`config.mk`:
```
export PLATFORM = sky130hd
export DESIGN_NAME = mcpfm_front
export DESIGN_NICKNAME = d
export VERILOG_FILES = /design/src/mcpfm_pkg.sv /design/src/mcpfm_front.sv
export SDC_FILE = /design/constraint.sdc
export NUM_CORES = 1
export LEC_CHECK = 0
export ABC_AREA = 0
export BUFFER_PORTS_ARGS = -buffer_cell sky130_fd_sc_hd__buf_2
export CAP_MARGIN = 20
export CORE_AREA = 2 2 144 146
export DETAILED_ROUTE_END_ITERATION = 16
export DIE_AREA = 0 0 146 148
export PLACE_DENSITY = 0.57
export SLEW_MARGIN = 20
export SYNTH_ARGS = -nofsm -noshare
export SYNTH_HDL_FRONTEND = slang
export SYNTH_SLANG_ARGS = --single-unit
```
`constraint.sdc`:
```
create_clock -name clock -period 3.2 [get_ports clock]
set_input_delay 0.32 -clock clock [delete_from_list [all_inputs] [get_ports clock]]
set_output_delay 0.32 -clock clock [all_outputs]
set_load 0.1 [all_outputs]
```
`src/mcpfm_pkg.sv`:
```
// Package for the multi-channel pipe manager: sizes, codes, payload types.
// No dependencies.
`default_nettype none
package mcpfm_pkg;
   localparam int PipeCount = 8;
   localparam int PipeDepth = 1024;
   localparam int SlotW = (PipeCount > 1) ? $clog2(PipeCount) : 1;
   localparam int PtrW = $clog2(PipeDepth);
   localparam int FillW = $clog2(PipeDepth + 1);
   localparam int AddrW = SlotW + PtrW;

   typedef enum logic [2:0] {
      CMD_CREATE = 3'd0,
      CMD_WRITE  = 3'd1,
      CMD_READ   = 3'd2,
      CMD_CLOSE  = 3'd3,
      CMD_QUERY  = 3'd4
   } cmd_type;

   localparam logic [2:0] ST_OK = 3'd0;
   localparam logic [2:0] ST_BADFD = 3'd1;
   localparam logic [2:0] ST_BROKEN = 3'd2;
   localparam logic [2:0] ST_WAIT = 3'd3;
   localparam logic [2:0] ST_EOF = 3'd4;
   localparam logic [2:0] ST_NOFREE = 3'd5;

   typedef struct packed {
      logic [2:0]  cmd;
      logic [15:0] descriptor;
      logic [7:0]  write_byte;
      logic [7:0]  requester_pid;
      logic        last_byte;
   } req_type;

   typedef struct packed {
      logic [2:0]  status;
      logic [7:0]  read_byte;
      logic [15:0] new_read_descriptor;
      logic [15:0] new_write_descriptor;
      logic        wake_valid;
      logic [7:0]  wake_pid;
      logic        is_pipe;
      logic        last_of_call;
   } rsp_type;

   // Classified command handed from the front to the back.
   typedef struct packed {
      req_type          req;
      logic             hit;
      logic [SlotW-1:0] slot;
      logic             is_read_end;
      logic             is_write_end;
      logic             free_found;
      logic [SlotW-1:0] free_slot;
      logic             above_base;
   } job_type;
endpackage
`default_nettype wire

```
`src/mcpfm_front.sv`:
```
// Front part: accepts requests, matches descriptors against active slots.
// Depends on mcpfm_pkg; slot table state comes from the back part.
`default_nettype none
module mcpfm_front import mcpfm_pkg::*; (
   input  wire logic                   clock,
   input  wire logic                   reset,
   input  wire logic                   req_valid,
   output logic                        req_ready,
   input  wire req_type                req_data,
   input  wire logic [PipeCount-1:0]   active,
   input  wire logic [PipeCount-1:0][15:0] rd_num,
   input  wire logic [PipeCount-1:0][15:0] wr_num,
   input  wire logic [15:0]            base,
   input  wire logic                   back_busy,
   output logic                        job_valid,
   input  wire logic                   job_ready,
   output job_type                     job
);
   logic    full_ff, full_in;
   job_type job_ff, job_in;

   // One item in flight at a time: the back part owns all slot state.
   assign req_ready = !full_ff && !back_busy;
   assign job_valid = full_ff;
   assign job = job_ff;

   // Priority match on the lowest active slot, and lowest free slot.
   always_comb begin
      job_in = job_ff;
      full_in = full_ff;
      if (job_ready && full_ff) full_in = 1'b0;
      if (req_valid && req_ready) begin
         full_in = 1'b1;
         job_in.req = req_data;
         job_in.hit = 1'b0;
         job_in.slot = '0;
         job_in.is_read_end = 1'b0;
         job_in.is_write_end = 1'b0;
         job_in.free_found = 1'b0;
         job_in.free_slot = '0;
         job_in.above_base = req_data.descriptor >= base;
         for (int i = PipeCount - 1; i >= 0; i--) begin
            if (active[i] && (rd_num[i] == req_data.descriptor ||
                              wr_num[i] == req_data.descriptor)) begin
               job_in.hit = 1'b1;
               job_in.slot = SlotW'(i);
               job_in.is_read_end = rd_num[i] == req_data.descriptor;
               job_in.is_write_end = wr_num[i] == req_data.descriptor;
            end
            if (!active[i]) begin
               job_in.free_found = 1'b1;
               job_in.free_slot = SlotW'(i);
            end
         end
      end
   end

   always_ff @(posedge clock) begin
      if (reset) full_ff <= 1'b0;
      else full_ff <= full_in;
      job_ff <= job_in;
   end
endmodule
`default_nettype wire

```
==> summary.md, run 1 <==
| Metric | Value |
|---|---|
| Number of global-route vias before repair | ~5600 |
| Synth Area in Simple Gates | 0.1458 |
| I/O Buffers | 369 |
| Vias per Instance | around 4.6 |
| Detailed Routing Iterations Pass 1 | 5 |
| XOR/XNOR Fraction of Synth Area | 0.4258 |
| Synth warn | 0 |
| Startpoint types | input pin |
| Data required, critical path | roughly 3.3 ns |
| Final GP Congestion | 0.9249 |
| Leading cell type in the layout, fill and taps excluded | buf_2 |
| Clk sink count | 48 |
| Core area | between 0.02 and 0.025 mm^2 |
| Ys async rst share | 0 |
| Main combinational cell family by area after synthesis | XOR/XNOR gates |
| Fin. Hold Viols | 0 |
| Slew Limit Fails | 0 |
| Register area share after synthesis | 0.2691 |
| Leak | between 0.003 and 0.004 uW |
| Max cap viols | 0 |
| GRT Resource Usage Total | 0.2177 |
| Library cells used by synthesis | 41 |
| Final core utilization | 0.3804 |
| Final #Nets | 1247 |
| Root Buffer | clkbuf_16 |
| Slew margin rel. | 0.6213 |
| Post-Route Skew | 0.01211 ns |
| First-pass GRT wire length | around 34000 um |
| Reg-to-reg endpoint | job[43]$_DFFE_PP_ |
| Syn-to-layout area delta | 43.33% |
| H-tree levels | 2 |
| Dpl hpwl | 20420 um |
| CTS Buf Count | 5 |
| CTS resizes | 0 |
| Worst-skew pair later-pin latency | ~0.30 ns |
| CTS max path bufs | 2 |
| VDD IR max | around 0.16 mV |
| Hold Path Cell Cnt | 1 |
| Routed len/inst | slightly above 20 um |
| DR iter-0 viols | 249 |
| Minimum clock period | 2.576 ns |
| Avg Inst Size Synth | 9.850 um^2 |
| Filler Cells Inserted | ~2100 |
| RSZ-0062 raised after global routing | false |
| CP Max Fanout | 12 |
| Multiplexer share of the synthesized area | 0 |
| Die width | around 150 um |
| Die ar. | roughly 0.022 mm^2 |
| Synthesized cell area | between 0.005 and 0.006 mm^2 |
| CTS tree | done |
| FF+latch count, synth | 48 |
| Largest net degree at the start of global routing | 35 |
| EDFF count, synth | 47 |
| Worst setup EP type | flop |
| Initial antenna violation count | 3 |
| Final worst setup slack | 0.6242 ns |
| Grt ovf | 0 |
| Effective utilization at floorplan | 0.2654 |
| Adder-cell share of the synthesized area | 0.03764 |
| Critical path class | input pin to flop |
| Worst Hold Path EP | job[11]$_DFFE_PP_ |
| Post-placement setup slack | 0.2813 ns |
| Reg2reg path depth | 3 |
| WL final | ~24000 um |
| Synth Area in Compound Gates | 0.04258 |
| Most frequent cells in the layout | buf_2, xnor2_1, xor2_1, nand4_1, edfxtp_1 |
| Post-DP Area | approximately 0.0074 mm^2 |
| Synth Net Count | around 880 |
| Worst Hold Launch | req_data[0] |
| Hold buffers post-CTS | 0 |
| Final instance area | approximately 0.0076 mm^2 |
| Drt drc | 0 |
| Row cnt | 52 |
| Cell count after synthesis | between 500 and 600 |
| Setup TNS | 0 ns |
| CP arrival | around 2.7 ns |
| R2r setup slk | roughly 1.5 ns |
| IO Pins | 370 |
| Type of the most critical hold path | input pin to flop |
| Tcrit/Tclk final | 0.8049 |
| Power Density | around 320 mW/mm^2 |
| Share of layout cells above drive strength 1 | 0.4555 |
| Worst flop-to-flop path startpoint | job_valid$_SDFFE_PP0P_ |
| Routed vias | between 5000 and 6000 |
| Max Fclk | 388.2 MHz |
| Die Span Y | roughly 150 um |
| Post-CTS Setup Bufs | 0 |
| Slew at the pin with the worst max-slew slack | around 0.56 ns |
| Worst Hold Slack | a little under 0.2 ns |
| CTS clk-pin slew, worst paths | about 0.070 ns |
| Top_reg_cell synth | edfxtp_1 |
| Status | completed |
| Final setup violation count | 0 |
| Post-DRT Antenna Nets | 0 |
critical path: stages:
cell and delay (ns):
buf_2 0.38, xor2_1 0.14, nor4_2 0.45, nand4_1 0.22, nor3_2 0.30, nor3_1 0.10, or3_1 0.34, a2111oi_2 0.40
final cells by class:
cell class                      instances  area, um^2  share of cell area
Sequential cell                        48        1431              0.1878
Clock inverter                          3       68.82            0.009027
Timing Repair Buffer                  395        2105              0.2761
Clock buffer                            5       125.1             0.01641
Inverter                               20       75.07            0.009847
Antenna cell                            4       10.01            0.001313
Tap cell                              270       337.8             0.04431
Multi-Input combinational cell        440        3471              0.4553
synthesized netlist by cell type (all sizes together) (4+ instances only):
library cell  instances  area (um^2)
xnor2               196         1739
nand2                19        71.32
a21oi                10        50.05
nor2                 10        37.54
edfxtp               47         1411
inv                  20        75.07
nor4                 27        187.7
o21ai                 5        25.02
nand4                48        300.3
xor2                 60        525.5
buf                  32        345.3
ha                   16        200.2
a21o                  4        30.03
nor3                  8        50.05
nand3                10        50.05
stage by stage:
stage               total power (uW)  std cells
floorplan                       1363        540
global placement                1729       1173
detailed placement              1730       1173
CTS                             2460       1181
global route                    2542       1184
finish                          2432       1185
sequential cells by signal, indices dropped and copies added (netlist names):
register,flops
job_valid,1
job,47
where the power goes:
part	switching, uW	internal, uW
sequential	6.13	720
clock	272	452
combinational	575	408
total	853	1580
worst max path at each step:
stage                           startpoint                    to  slack, ns
floorplan           job_valid$_SDFFE_PP0P_      job[0]$_DFFE_PP_       0.36
global placement              req_data[20]  job[8]$_SDFFCE_PP0P_       0.30
detailed placement            req_data[20]  job[8]$_SDFFCE_PP0P_       0.28
CTS                           req_data[22]  job[8]$_SDFFCE_PP0P_       0.58
global route                  req_data[20]  job[8]$_SDFFCE_PP0P_       0.34
finish                        req_data[22]  job[8]$_SDFFCE_PP0P_       0.62
kinds of logic (layout without fill, tap and decap cells):
family                     after synthesis  after routing
DFF                                     48             48
adders and majority gates               16             16
xor gates and xnor gates               256            256
buffers and inverters                   52            423
other                                    0              4
AOI/OAI and AO/OA                       34             34
and+or+nand+nor                        134            134
layer usage:
metal,global-route usage,routed length (um)
met4,0.07670,589
met2,0.3887,12290
met3,0.03395,1683
met5,0,0
met1,0.2665,9848
(Power assumes the default switching activity.)
==> inputs of run 2 (changes only) <==
==> constraint.sdc (replaced) <==
create_clock -name clock -period 2.4 [get_ports clock]
set_input_delay 0.24 -clock clock [delete_from_list [all_inputs] [get_ports clock]]
set_output_delay 0.24 -clock clock [all_outputs]
set_load 0.1 [all_outputs]
==> run 2 against run 1 <==
Against the previous run:
- sequential share of layout area shrank 1.1 points
- combinational power is 41% higher
- cell count is 3.2% higher
- critical path depth up 2
- die area did not move
- clock-buffer cell count unchanged
- cell area grew 5.9%
- wire length rose by 3.2%
- sequential power increased by 33%
- setup slack got worse by 0.47 ns
- hold slack got worse by 0.11 ns
- critical path type unchanged
- largest power group unchanged
- highest routed layer unchanged
==> summary.md, run 2 (synthesis results as in run 1) <==
| Metric | Value |
|---|---|
| Worst flop-to-flop path startpoint | job_valid$_SDFFE_PP0P_ |
| Worst Hold Path EP | job_valid$_SDFFE_PP0P_ |
| CTS Buf Count | 5 |
| I/O Buffers | 369 |
| Slew margin rel. | 0.5588 |
| Final setup violation count | 0 |
| Clk sink count | 48 |
| Die width | between 100 and 150 um |
| DRT met1 WL | 10670 um |
| VDD IR max | approximately 0.25 mV |
| Vias per Instance | roughly 4.5 |
| Grt ovf | 0 |
| Core area | around 0.02 mm^2 |
| Power Total | around 3300 uW |
| Reg-to-reg endpoint | job[28]$_DFFE_PP_ |
| Slew Limit Fails | 0 |
| R2r setup slk | around 0.94 ns |
| Setup TNS | 0 ns |
| Largest net degree at the start of global routing | a little under 50 |
| Dpl cells | 1213 |
| Max Fclk | between 400 and 500 MHz |
| CTS clk-pin slew, worst paths | around 0.07 ns |
| Die ar. | about 0.022 mm^2 |
| Detailed Routing Iterations Pass 1 | 5 |
| CTS max path bufs | 2 |
| Multi-input gate area | 0.003541 mm^2 |
| Routed vias | approximately 5500 |
| CP Max Fanout | 11 |
| RSZ-0062 raised after global routing | false |
| First-pass GRT wire length | about 36000 um |
| Post-DP Area | 0.007801 mm^2 |
| Critical path class | input pin to flop |
| Internal power | ~2100 uW |
| Root Buffer | clkbuf_16 |
| Fin. Hold Viols | 0 |
| Final worst setup slack | 0.1572 ns |
| Final instance area | approximately 0.0081 mm^2 |
| Worst-skew pair later-pin latency | about 0.30 ns |
| Worst Hold Launch | reset |
| Hold buffers post-CTS | 0 |
| WL met2 | 12180 um |
| Power share of the clock group | 0.284 |
| Number of global-route vias before repair | 5865 |
| Final GP Congestion | between 0.9 and 1 |
| Drt drc | 0 |
| Effective utilization at floorplan | 0.2654 |
| Dpl hpwl | 21760 um |
| IO Pins | 370 |
| Status | completed |
| Share of layout cells above drive strength 1 | 0.4874 |
| Minimum clock period | around 2.2 ns |
| Die Span Y | 148 um |
| Post-placement setup slack | -0.3160 ns |
| Data required, critical path | approximately 2.5 ns |
| H-tree levels | 2 |
| Max cap viols | 0 |
| CP arrival | about 2.3 ns |
| Type of the most critical hold path | input pin to flop |
| CTS tree | done |
| Reg2reg path depth | 2 |
| Sw Pwr | around 1100 uW |
| Tcrit/Tclk final | 0.9345 |
| Post-Route Skew | slightly below 0.006 ns |
| Hold Path Cell Cnt | 2 |
| Most frequent cells in the layout | buf_2, xnor2_1, xor2_1, buf_4, nand4_1 |
| Worst setup EP type | flop |
| Final #Nets | 1288 |
| Routed len/inst | approximately 21 um |
| Combinational power share | 0.421 |
| Slew at the pin with the worst max-slew slack | between 0.6 and 0.7 ns |
| Final std cells w/o fill | ~1200 |
| WL final | roughly 25000 um |
| Sw frac | 0.3446 |
| Power Density | a little over 400 mW/mm^2 |
| Leading cell type in the layout, fill and taps excluded | buf_2 |
| Metal3 WL | between 1500 and 2000 um |
| Post-DRT Antenna Nets | 0 |
| Row cnt | 52 |
| DR iter-0 viols | 267 |
| Register area | about 0.0014 mm^2 |
| GRT Resource Usage Total | 0.2268 |
| DR top layer | met4 |
| Syn-to-layout area delta | 51.85% |
| Max FFs per register | 47 |
| Seq pwr share | 0.296 |
| Initial antenna violation count | 1 |
| Leak | between 0.003 and 0.004 uW |
| Startpoint types | input pin |
| Filler Cells Inserted | ~2100 |
[run 2: area by class of cell]
class	count	share of cell area
antenna	1	0.0003098
inverter	20	0.009295
timing repair buffer	436	0.3089
sequential	48	0.1772
clock inverter	3	0.008521
clock buffer	5	0.01549
multi-input combinational	440	0.4384
tap	270	0.04183
[run 2: how the worst max path moves through the flow]
| stage | startpoint | to | cells past startpoint |
|---|---|---|---|
| after floorplan | job_valid$_SDFFE_PP0P_ | job[0]$_DFFE_PP_ | 2 |
| after global routing | req_data[19] | job[8]$_SDFFCE_PP0P_ | 11 |
| after CTS | req_data[18] | job[8]$_SDFFCE_PP0P_ | 10 |
| after global placement | req_data[18] | job[8]$_SDFFCE_PP0P_ | 10 |
| final | req_data[30] | job[8]$_SDFFCE_PP0P_ | 10 |
| after detailed placement | req_data[18] | job[8]$_SDFFCE_PP0P_ | 10 |
[run 2: layer usage]
layer | vias up | track usage
met3 | 34 | 0.05123
li1 | 2678 | -
met1 | 2567 | 0.2853
met2 | 265 | 0.3946
met4 | 0 | 0.05680
met5 | - | 0
[run 2: metrics by stage]
step	hold WS (ns)	util
floorplan	0.3124	-
global placement	0.4006	0.3893
detailed placement	0.4008	0.3893
CTS	0.07674	0.3997
global route	0.09286	0.4030
finish	0.08743	0.4030
[run 2: timing repair]
item / in CTS / in global routing
pin swaps: 3 / 2
setup buffers: 1 / 0
gates resized for setup: 1 / 12
setup endpoints to repair: 1 / 4
cloned: 0 / 0
[run 2: power groups by stage]
| stage | Clock (uW) | Combinational (uW) | Sequential [uW] |
|---|---|---|---|
| floorplan | 0 | 597 | 1220 |
| global route | 984 | 1480 | 971 |
| detailed placement | 0 | 1370 | 988 |
| finish | 929 | 1380 | 969 |
| CTS | 956 | 1380 | 969 |
| global placement | 0 | 1380 | 987 |
[run 2: critical path, stage by stage]
cell       delay [ns]
clkbuf_4         0.22
buf_4            0.23
xor2_1           0.17
nor4_1           0.28
nand4_1          0.17
nor4_2           0.29
buf_4            0.17
nor3_1           0.05
buf_4            0.15
a2111oi_2        0.36
